<file path="src/rtl/kvsp_pkg.sv">
// kvsp_pkg: shared types and constants for the snapshot stream parser.
// No dependencies; used by kvsp_step and kv_snapshot_stream_parser_unit.
`timescale 1ns / 1ps

package kvsp_pkg;

  typedef enum logic [4:0] {
    PH_MAGIC   = 5'd0,
    PH_OPCODE  = 5'd1,
    PH_DBLEN   = 5'd2,
    PH_DBLEN2  = 5'd3,
    PH_TYPE    = 5'd4,
    PH_KEYLEN  = 5'd5,
    PH_KEYLEN2 = 5'd6,
    PH_KEY     = 5'd7,
    PH_VALLEN  = 5'd8,
    PH_VALLEN2 = 5'd9,
    PH_VAL     = 5'd10,
    PH_CNTLEN  = 5'd11,
    PH_CNTLEN2 = 5'd12,
    PH_FLDLEN  = 5'd13,
    PH_FLDLEN2 = 5'd14,
    PH_FLD     = 5'd15,
    PH_FVLEN   = 5'd16,
    PH_FVLEN2  = 5'd17,
    PH_FV      = 5'd18,
    PH_CHECK   = 5'd19,
    PH_DONE    = 5'd20,
    PH_ERROR   = 5'd21
  } phase_t;

  typedef enum logic [3:0] {
    ROLE_MAGIC    = 4'd0,
    ROLE_DB       = 4'd1,
    ROLE_LENGTH   = 4'd2,
    ROLE_TYPE     = 4'd3,
    ROLE_KEY      = 4'd4,
    ROLE_VALUE    = 4'd5,
    ROLE_FIELD    = 4'd6,
    ROLE_FVALUE   = 4'd7,
    ROLE_END      = 4'd8,
    ROLE_CHECKSUM = 4'd9,
    ROLE_IGNORED  = 4'd10,
    ROLE_ERROR    = 4'd11
  } role_t;

  typedef enum logic [2:0] {
    ST_RUN     = 3'd0,
    ST_DONE    = 3'd1,
    ST_MAGIC   = 3'd2,
    ST_VERSION = 3'd3,
    ST_LENGTH  = 3'd4,
    ST_TYPE    = 3'd5,
    ST_TRUNC   = 3'd6
  } status_t;

  localparam logic [7:0] OP_SELECT_DB = 8'hFE;
  localparam logic [7:0] OP_EOF       = 8'hFF;
  localparam logic [7:0] TYPE_STRING  = 8'h00;
  localparam logic [7:0] TYPE_HASH    = 8'h02;
  localparam logic [1:0] PFX_SHORT    = 2'b00;
  localparam logic [1:0] PFX_LONG     = 2'b01;
  localparam logic [3:0] HDR_LAST     = 4'd8;
  localparam logic [3:0] MAGIC_BYTES  = 4'd5;

  typedef struct packed {
    phase_t      phase;
    logic [3:0]  magic_pos;
    logic [13:0] len_rem;
    logic [5:0]  len_high;
    logic [13:0] pairs_rem;
    logic [13:0] pair_cnt;
    logic        kind;
    logic [3:0]  chk_cnt;
    status_t     status;
  } state_t;

  typedef struct packed {
    role_t       role;
    logic        kind;
    logic        last;
    logic        done;
    logic [13:0] pair;
    status_t     status;
  } result_t;

  // "REDIS0009"
  function automatic logic [7:0] header_byte(input logic [3:0] pos);
    case (pos)
      4'd0:    header_byte = 8'h52;
      4'd1:    header_byte = 8'h45;
      4'd2:    header_byte = 8'h44;
      4'd3:    header_byte = 8'h49;
      4'd4:    header_byte = 8'h53;
      4'd5:    header_byte = 8'h30;
      4'd6:    header_byte = 8'h30;
      4'd7:    header_byte = 8'h30;
      4'd8:    header_byte = 8'h39;
      default: header_byte = 8'h00;
    endcase
  endfunction

endpackage

</file>
<file path="src/rtl/kvsp_step.sv">
// kvsp_step: next-state and byte classification for one stream byte.
// Purely combinational; depends on kvsp_pkg.
`timescale 1ns / 1ps

module kvsp_step (
  input  kvsp_pkg::state_t  st,
  input  logic [7:0]        data_byte,
  input  logic              stream_end,
  output kvsp_pkg::state_t  nx,
  output kvsp_pkg::result_t res
);
  import kvsp_pkg::*;

  state_t      s;
  role_t       role;
  logic        last;
  logic        done;
  logic        len_fire;
  phase_t      len_slot;
  logic [13:0] len_val;
  logic        str_fire;
  phase_t      str_slot;
  logic [13:0] rem_dec;
  logic [13:0] pairs_dec;
  logic [3:0]  chk_inc;

  assign rem_dec   = st.len_rem - 14'd1;
  assign pairs_dec = st.pairs_rem - 14'd1;
  assign chk_inc   = st.chk_cnt + 4'd1;

  always_comb begin
    s        = st;
    role     = ROLE_ERROR;
    last     = 1'b0;
    done     = 1'b0;
    len_fire = 1'b0;
    len_slot = PH_KEYLEN;
    len_val  = 14'd0;
    str_fire = 1'b0;
    str_slot = PH_KEYLEN;

    case (st.phase)
      PH_OPCODE, PH_TYPE: begin
        if (st.phase == PH_OPCODE && data_byte == OP_SELECT_DB) begin
          role    = ROLE_DB;
          s.phase = PH_DBLEN;
        end else if (data_byte == OP_EOF) begin
          role      = ROLE_END;
          s.chk_cnt = 4'd0;
          s.phase   = PH_CHECK;
        end else if (data_byte == TYPE_STRING || data_byte == TYPE_HASH) begin
          role       = ROLE_TYPE;
          s.kind     = (data_byte == TYPE_HASH);
          s.pair_cnt = 14'd0;
          s.phase    = PH_KEYLEN;
        end else begin
          s.status = ST_TYPE;
          s.phase  = PH_ERROR;
        end
      end
      PH_MAGIC: begin
        if (st.magic_pos > HDR_LAST || header_byte(st.magic_pos) != data_byte) begin
          s.status = (st.magic_pos < MAGIC_BYTES) ? ST_MAGIC : ST_VERSION;
          s.phase  = PH_ERROR;
        end else begin
          role        = ROLE_MAGIC;
          s.magic_pos = st.magic_pos + 4'd1;
          if (st.magic_pos == HDR_LAST) s.phase = PH_OPCODE;
        end
      end
      PH_DBLEN, PH_KEYLEN, PH_VALLEN, PH_CNTLEN, PH_FLDLEN, PH_FVLEN: begin
        if (data_byte[7:6] == PFX_SHORT) begin
          role     = ROLE_LENGTH;
          len_fire = 1'b1;
          len_slot = st.phase;
          len_val  = {8'd0, data_byte[5:0]};
        end else if (data_byte[7:6] == PFX_LONG) begin
          role       = ROLE_LENGTH;
          s.len_high = data_byte[5:0];
          s.phase    = phase_t'(st.phase + 5'd1);
        end else begin
          s.status = ST_LENGTH;
          s.phase  = PH_ERROR;
        end
      end
      PH_DBLEN2, PH_KEYLEN2, PH_VALLEN2, PH_CNTLEN2, PH_FLDLEN2, PH_FVLEN2: begin
        role     = ROLE_LENGTH;
        len_fire = 1'b1;
        len_slot = phase_t'(st.phase - 5'd1);
        len_val  = {st.len_high, data_byte};
      end
      PH_KEY, PH_VAL, PH_FLD, PH_FV: begin
        case (st.phase)
          PH_KEY:  role = ROLE_KEY;
          PH_VAL:  role = ROLE_VALUE;
          PH_FLD:  role = ROLE_FIELD;
          default: role = ROLE_FVALUE;
        endcase
        s.len_rem = rem_dec;
        if (rem_dec == 14'd0) begin
          last     = 1'b1;
          str_fire = 1'b1;
          str_slot = phase_t'(st.phase - 5'd2);
        end
      end
      PH_CHECK: begin
        role      = ROLE_CHECKSUM;
        s.chk_cnt = chk_inc;
        if (chk_inc[3]) begin
          s.status = ST_DONE;
          s.phase  = PH_DONE;
        end
      end
      PH_DONE: begin
        role = ROLE_IGNORED;
      end
      default: begin
        role = ROLE_ERROR;
        if (st.status == ST_RUN) s.status = ST_TRUNC;
        s.phase = PH_ERROR;
      end
    endcase

    // length complete
    if (len_fire) begin
      case (len_slot)
        PH_DBLEN: begin
          s.phase = (len_val == 14'd0) ? PH_TYPE : PH_OPCODE;
        end
        PH_CNTLEN: begin
          s.pairs_rem = len_val;
          if (len_val == 14'd0) begin
            s.phase = PH_TYPE;
            done    = 1'b1;
          end else begin
            s.phase = PH_FLDLEN;
          end
        end
        default: begin
          s.len_rem = len_val;
          if (len_val == 14'd0) begin
            str_fire = 1'b1;
            str_slot = len_slot;
          end else begin
            s.phase = phase_t'(len_slot + 5'd2);
          end
        end
      endcase
    end

    // string complete
    if (str_fire) begin
      case (str_slot)
        PH_KEYLEN: s.phase = st.kind ? PH_CNTLEN : PH_VALLEN;
        PH_VALLEN: begin
          s.phase = PH_TYPE;
          done    = 1'b1;
        end
        PH_FLDLEN: s.phase = PH_FVLEN;
        default: begin
          s.pairs_rem = pairs_dec;
          if (pairs_dec == 14'd0) begin
            s.phase = PH_TYPE;
            done    = 1'b1;
          end else begin
            s.pair_cnt = st.pair_cnt + 14'd1;
            s.phase    = PH_FLDLEN;
          end
        end
      endcase
    end

    // source ran out
    if (stream_end && s.status == ST_RUN) begin
      if (s.phase == PH_CHECK) begin
        s.status = ST_DONE;
        s.phase  = PH_DONE;
      end else begin
        s.status = ST_TRUNC;
        s.phase  = PH_ERROR;
      end
    end
  end

  assign nx         = s;
  assign res.role   = role;
  assign res.kind   = s.kind;
  assign res.last   = last;
  assign res.done   = done;
  assign res.pair   = s.pair_cnt;
  assign res.status = s.status;

endmodule

</file>
<file path="src/rtl/kv_snapshot_stream_parser_unit.sv">
// kv_snapshot_stream_parser_unit: top level of the snapshot stream parser.
// Input register, parser state register and result register; uses kvsp_pkg, kvsp_step.
`timescale 1ns / 1ps
// A beat accepted into the input register is classified into the result register
// when that register is empty or being drained; out_stall can hold it in between.
// Throughput: one byte per cycle unless out_stall holds the result register; kvsp_step is combinational.
// Reset (rst, synchronous): parser waits for the header, status running, both
// pipeline registers empty.

module kv_snapshot_stream_parser_unit (
  input  logic        clk,
  input  logic        rst,
  // input channel
  input  logic        in_valid,
  output logic        in_stall,
  input  logic [7:0]  data_byte,
  input  logic        stream_end,
  // result channel
  output logic        out_valid,
  input  logic        out_stall,
  output logic [3:0]  byte_role,
  output logic [7:0]  byte_out,
  output logic        record_kind,
  output logic        string_last,
  output logic        record_done,
  output logic [13:0] pair_number,
  output logic [2:0]  status
);
  import kvsp_pkg::*;

  // input register
  logic        in_full;
  logic [7:0]  in_byte;
  logic        in_end;

  // parser state
  state_t      st;
  state_t      st_next;
  result_t     res;

  logic        advance;
  logic        in_take;

  // A beat in the input register moves on when the result register is
  // empty or is being drained this cycle.
  assign advance  = in_full && (!out_valid || !out_stall);
  assign in_stall = in_full && !advance;
  assign in_take  = in_valid && !in_stall;

  kvsp_step u_step (
    .st         (st),
    .data_byte  (in_byte),
    .stream_end (in_end),
    .nx         (st_next),
    .res        (res)
  );

  always_ff @(posedge clk) begin
    if (rst) begin
      in_full <= 1'b0;
    end else if (in_take) begin
      in_full <= 1'b1;
    end else if (advance) begin
      in_full <= 1'b0;
    end
  end

  always_ff @(posedge clk) begin
    if (in_take) begin
      in_byte <= data_byte;
      in_end  <= stream_end;
    end
  end

  // Parser state only moves when a beat is actually classified.
  always_ff @(posedge clk) begin
    if (rst) begin
      st.phase     <= PH_MAGIC;
      st.magic_pos <= 4'd0;
      st.len_rem   <= 14'd0;
      st.len_high  <= 6'd0;
      st.pairs_rem <= 14'd0;
      st.pair_cnt  <= 14'd0;
      st.kind      <= 1'b0;
      st.chk_cnt   <= 4'd0;
      st.status    <= ST_RUN;
    end else if (advance) begin
      st <= st_next;
    end
  end

  // result register
  always_ff @(posedge clk) begin
    if (rst) begin
      out_valid <= 1'b0;
    end else if (advance) begin
      out_valid <= 1'b1;
    end else if (!out_stall) begin
      out_valid <= 1'b0;
    end
  end

  always_ff @(posedge clk) begin
    if (advance) begin
      byte_role   <= res.role;
      byte_out    <= in_byte;
      record_kind <= res.kind;
      string_last <= res.last;
      record_done <= res.done;
      pair_number <= res.pair;
      status      <= res.status;
    end
  end

endmodule
</file>
<file path="config.mk">
export PLATFORM = sky130hd
export DESIGN_NAME = kv_snapshot_stream_parser_unit
export DESIGN_NICKNAME = d
export VERILOG_FILES = /design/src/rtl/kvsp_pkg.sv /design/src/rtl/kvsp_step.sv /design/src/rtl/kv_snapshot_stream_parser_unit.sv
export SDC_FILE = /design/constraint.sdc
export NUM_CORES = 1
export LEC_CHECK = 0
export ABC_AREA = 1
export BUFFER_PORTS_ARGS = -buffer_cell sky130_fd_sc_hd__buf_2
export CAP_MARGIN = 20
export CORE_MARGIN = 2
export CORE_UTILIZATION = 30
export DETAILED_ROUTE_END_ITERATION = 8
export PLACE_DENSITY = 0.56
export SYNTH_ARGS = -nofsm -noshare
export SYNTH_HDL_FRONTEND = slang
export SYNTH_SLANG_ARGS = --single-unit
</file>
<file path="constraint.sdc">
create_clock -name clk -period 3.85 [get_ports clk]
set_clock_uncertainty 0.2 [all_clocks]
set_input_delay 0.77 -clock clk [delete_from_list [all_inputs] [get_ports clk]]
set_output_delay 0.77 -clock clk [all_outputs]
set_load 0.03 [all_outputs]
</file>
==> reports/results.txt <==
Sink Count: 115
htree depth: 4
Max VDD drop: 0.289 mV
Compound-Gate Fraction of Synth Area: 17.6%
ys flop type: dfxtp_1
Starting Density: 30.4%
Post-Syn Area per Cell: 7.13 µm²
nets: 1169
RSZ-0062 raised after global routing: no
first-pass GRT wire length: 35.1 mm
Ys Warns: 0
FF-to-FF End: st[60]
Post-synth ARST share: 0%
drc violations: 0
crit path capture type: register
PnR worst setup slack: 0.302 ns
post-synthesis simple-gate area fraction: 27.7%
worst-path maximum fanout: 8
cell count of the worst reg-to-reg path: 17
antenna viol nets, final: 0
grt ovf: 0
hold endpoint: st[6]
EDFF count, synth: 41
fraction of synthesized area in multiplexers: 0.132%
register area share after synthesis: 35.8%
pwr dens: 573 nW/µm²
# fillers: 2670
largest family of logic cells by synthesized area: simple AND/OR/NAND/NOR gates
final period utilization: 92.2%
antenna violations before repair: 0
CTS Root Cell: clkbuf_16
Hold Path Class: reg -> reg
DP HPWL: 16.0 mm
vias per inst: 4.81
Clock Latency Late Sink: 0.42 ns
Max Cap Viol: 0
Post-Syn Instances: 1064
1st-pass router iterations: 5
final hold violations: 0
area grow syn2layout: 19.1%
layout cell share with drive strength beyond 1: 15.8%
DIE WIDTH: 163 µm
final setup violation count: 0
max-slew violations: 0
total I/O pin count: 47
Max Clock Freq: 282 MHz
CP Class: reg -> reg
Placeable Area: 25000 µm²
area leader, netlist: dfxtp_1
Clock Path Buffers: 2
r2r setup slk: 0.30 ns
largest net degree at the start of global routing: 53
Port Buf Inserts: 46
cell area after synthesis: 7580 µm²
cts bufs inserted: 17
DR WL/cell: 14.6 µm
Final min period: 3.55 ns
Netlist cell types: 51
GRT Overall Usage: 16.9%
crit path from: st[60]
worst r2r src: st[60]
row count: 58
post-layout util: 36.2%
crit path DAT: 3.62 ns
top post-synthesis cells by area: dfxtp_1 (20%), edfxtp_1 (16%), nand2_1 (11%)
Clock transition at path regs: 0.06 ns
worst rel slew slack: 51.9%
# hold bufs at CTS: 0
Sum Neg Setup Slack: 0 ns
pre-CTS WS: 0.265 ns
register bit total from synthesis: 115
Syn Nets: 1098
Routability Congestion: 0.919
die area: 26600 µm²
XOR/XNOR Fraction of Synth Area: 4.62%
DRT iter0 DRCs: 523
most frequent cell after synthesis: nand2_1
critical path launch point type: register
Vias: 7108
Hold Startpoint: st[6]
post-synth top area share: 19.5%
drt total wl: 21.6 mm
Die Y: 163 µm
adder-cell share of the synthesized area: 3.47%
Commonest cells post-synth: nand2_1 (215), inv_1 (150), nor2_1 (96), o21ai_0 (80), a21oi_1 (78)
CTS tree: done
WP data required: 3.92 ns
Hold Path Stages: 2
status: completed
vias in the first global route: 6684
Worst Max-Slew Pin Slew: 0.721 ns
Leak: 3.87 nW
-- flip-flops by register name, summed over array words and instances (netlist names), 3 cells and up, named ones only --
register     count
in_byte          8
status           3
byte_out         8
byte_role        4
st              65
pair_number     14
-- cell usage in the layout (no fill, tap or decap), types with 5 or more instances in the layout --
cell,Yosys,routed
nor2_1,96,94
edfxtp_1,41,41
inv_2,11,11
dfxtp_1,74,74
inv_1,150,150
nand2_1,215,214
o21ai_0,80,79
buf_2,4,46
nand4_1,21,21
nand2_4,4,5
nand2_2,11,11
nor2_4,6,8
a21oi_1,78,78
o211ai_1,29,29
nor2_2,6,6
buf_4,4,42
clkbuf_16,0,17
xor2_1,29,29
ha_1,21,19
a31oi_1,5,5
a211oi_1,5,5
xnor2_1,11,11
nor3_1,19,19
nand3_1,63,63
o21a_1,6,6
nor4_1,6,6
o21ai_1,6,6
-- stage by stage --
stage | total power, W | hold WS (ns) | area [µm²] | instances
floorplan | 0.00295 | 0.230 | 7580 | 1064
global placement | 0.00348 | 0.259 | 8350 | 1443
detailed placement | 0.00348 | 0.269 | 8350 | 1443
CTS | 0.00517 | 0.280 | 8970 | 1474
global route | 0.00553 | 0.293 | 9020 | 1477
finish | 0.00518 | 0.280 | 9030 | 1479
-- critical path: stages (launching register included) --
cell and delay (ns):
dfxtp_1 0.33, buf_4 0.17, ha_1 0.27, nand3_2 0.11, nand2_1 0.09, o21ai_4 0.27, buf_4 0.16, nand3_1 0.12
inv_1 0.18, o21ai_0 0.28, nor3_1 0.25, nor2_1 0.06, a21oi_1 0.13, nand3_1 0.12, nor2_1 0.29, nand4_1 0.21
nand2_1 0.10, a21oi_1 0.06
-- cell type report --
| type | count | area [µm²] | area share (%) |
|---|---|---|---|
| multi-input combinational | 749 | 4090 | 45.3 |
| sequential | 115 | 2710 | 30.1 |
| inverter | 162 | 608 | 6.74 |
| timing repair buffer | 90 | 577 | 6.39 |
| clock buffer | 22 | 464 | 5.14 |
| tap | 330 | 413 | 4.57 |
| clock inverter | 9 | 155 | 1.72 |
| antenna | 2 | 5.00 | 0.0554 |
-- routing by layer --
metal  routed length, µm  global-route usage, %  vias up
met5                   0                      0        -
met2                9570                   26.3      165
li1                    -                      -     3678
met3                1010                   3.64       18
met4                 276                   5.31        0
met1               10700                   23.4     3247
-- cell families (layout without fill, tap and decap cells) --
kind of cell,after synthesis,after routing
buffers and inverters,200,283
DFF,115,115
and+or+nand+nor,459,459
adders and majority gates,21,21
muxes,1,1
other,0,2
xor gates and xnor gates,40,40
AOI/OAI and AO/OA,228,228
-- power breakdown --
| group | total [W] | internal, W | switching (W) |
|---|---|---|---|
| combinational | 0.00202 | 0.000702 | 0.00131 |
| sequential | 0.00149 | 0.00140 | 0.0000893 |
| clock | 0.00167 | 0.00111 | 0.000556 |
-- how the worst max path moves through the flow --
| stage | end | depth (start not counted) |
|---|---|---|
| floorplan | status[1] | 22 |
| global placement | st[24] | 18 |
| detailed placement | st[24] | 20 |
| CTS | st[24] | 20 |
| global route | st[15] | 24 |
| finish | st[60] | 17 |
-- timing repair --
action | 4_1_cts | 5_1_grt
resized for setup | 0 | 9
setup buffers | 0 | 3
endpoints found under the setup margin | 0 | 27
Note: power is estimated with default switching activity, not from simulation.
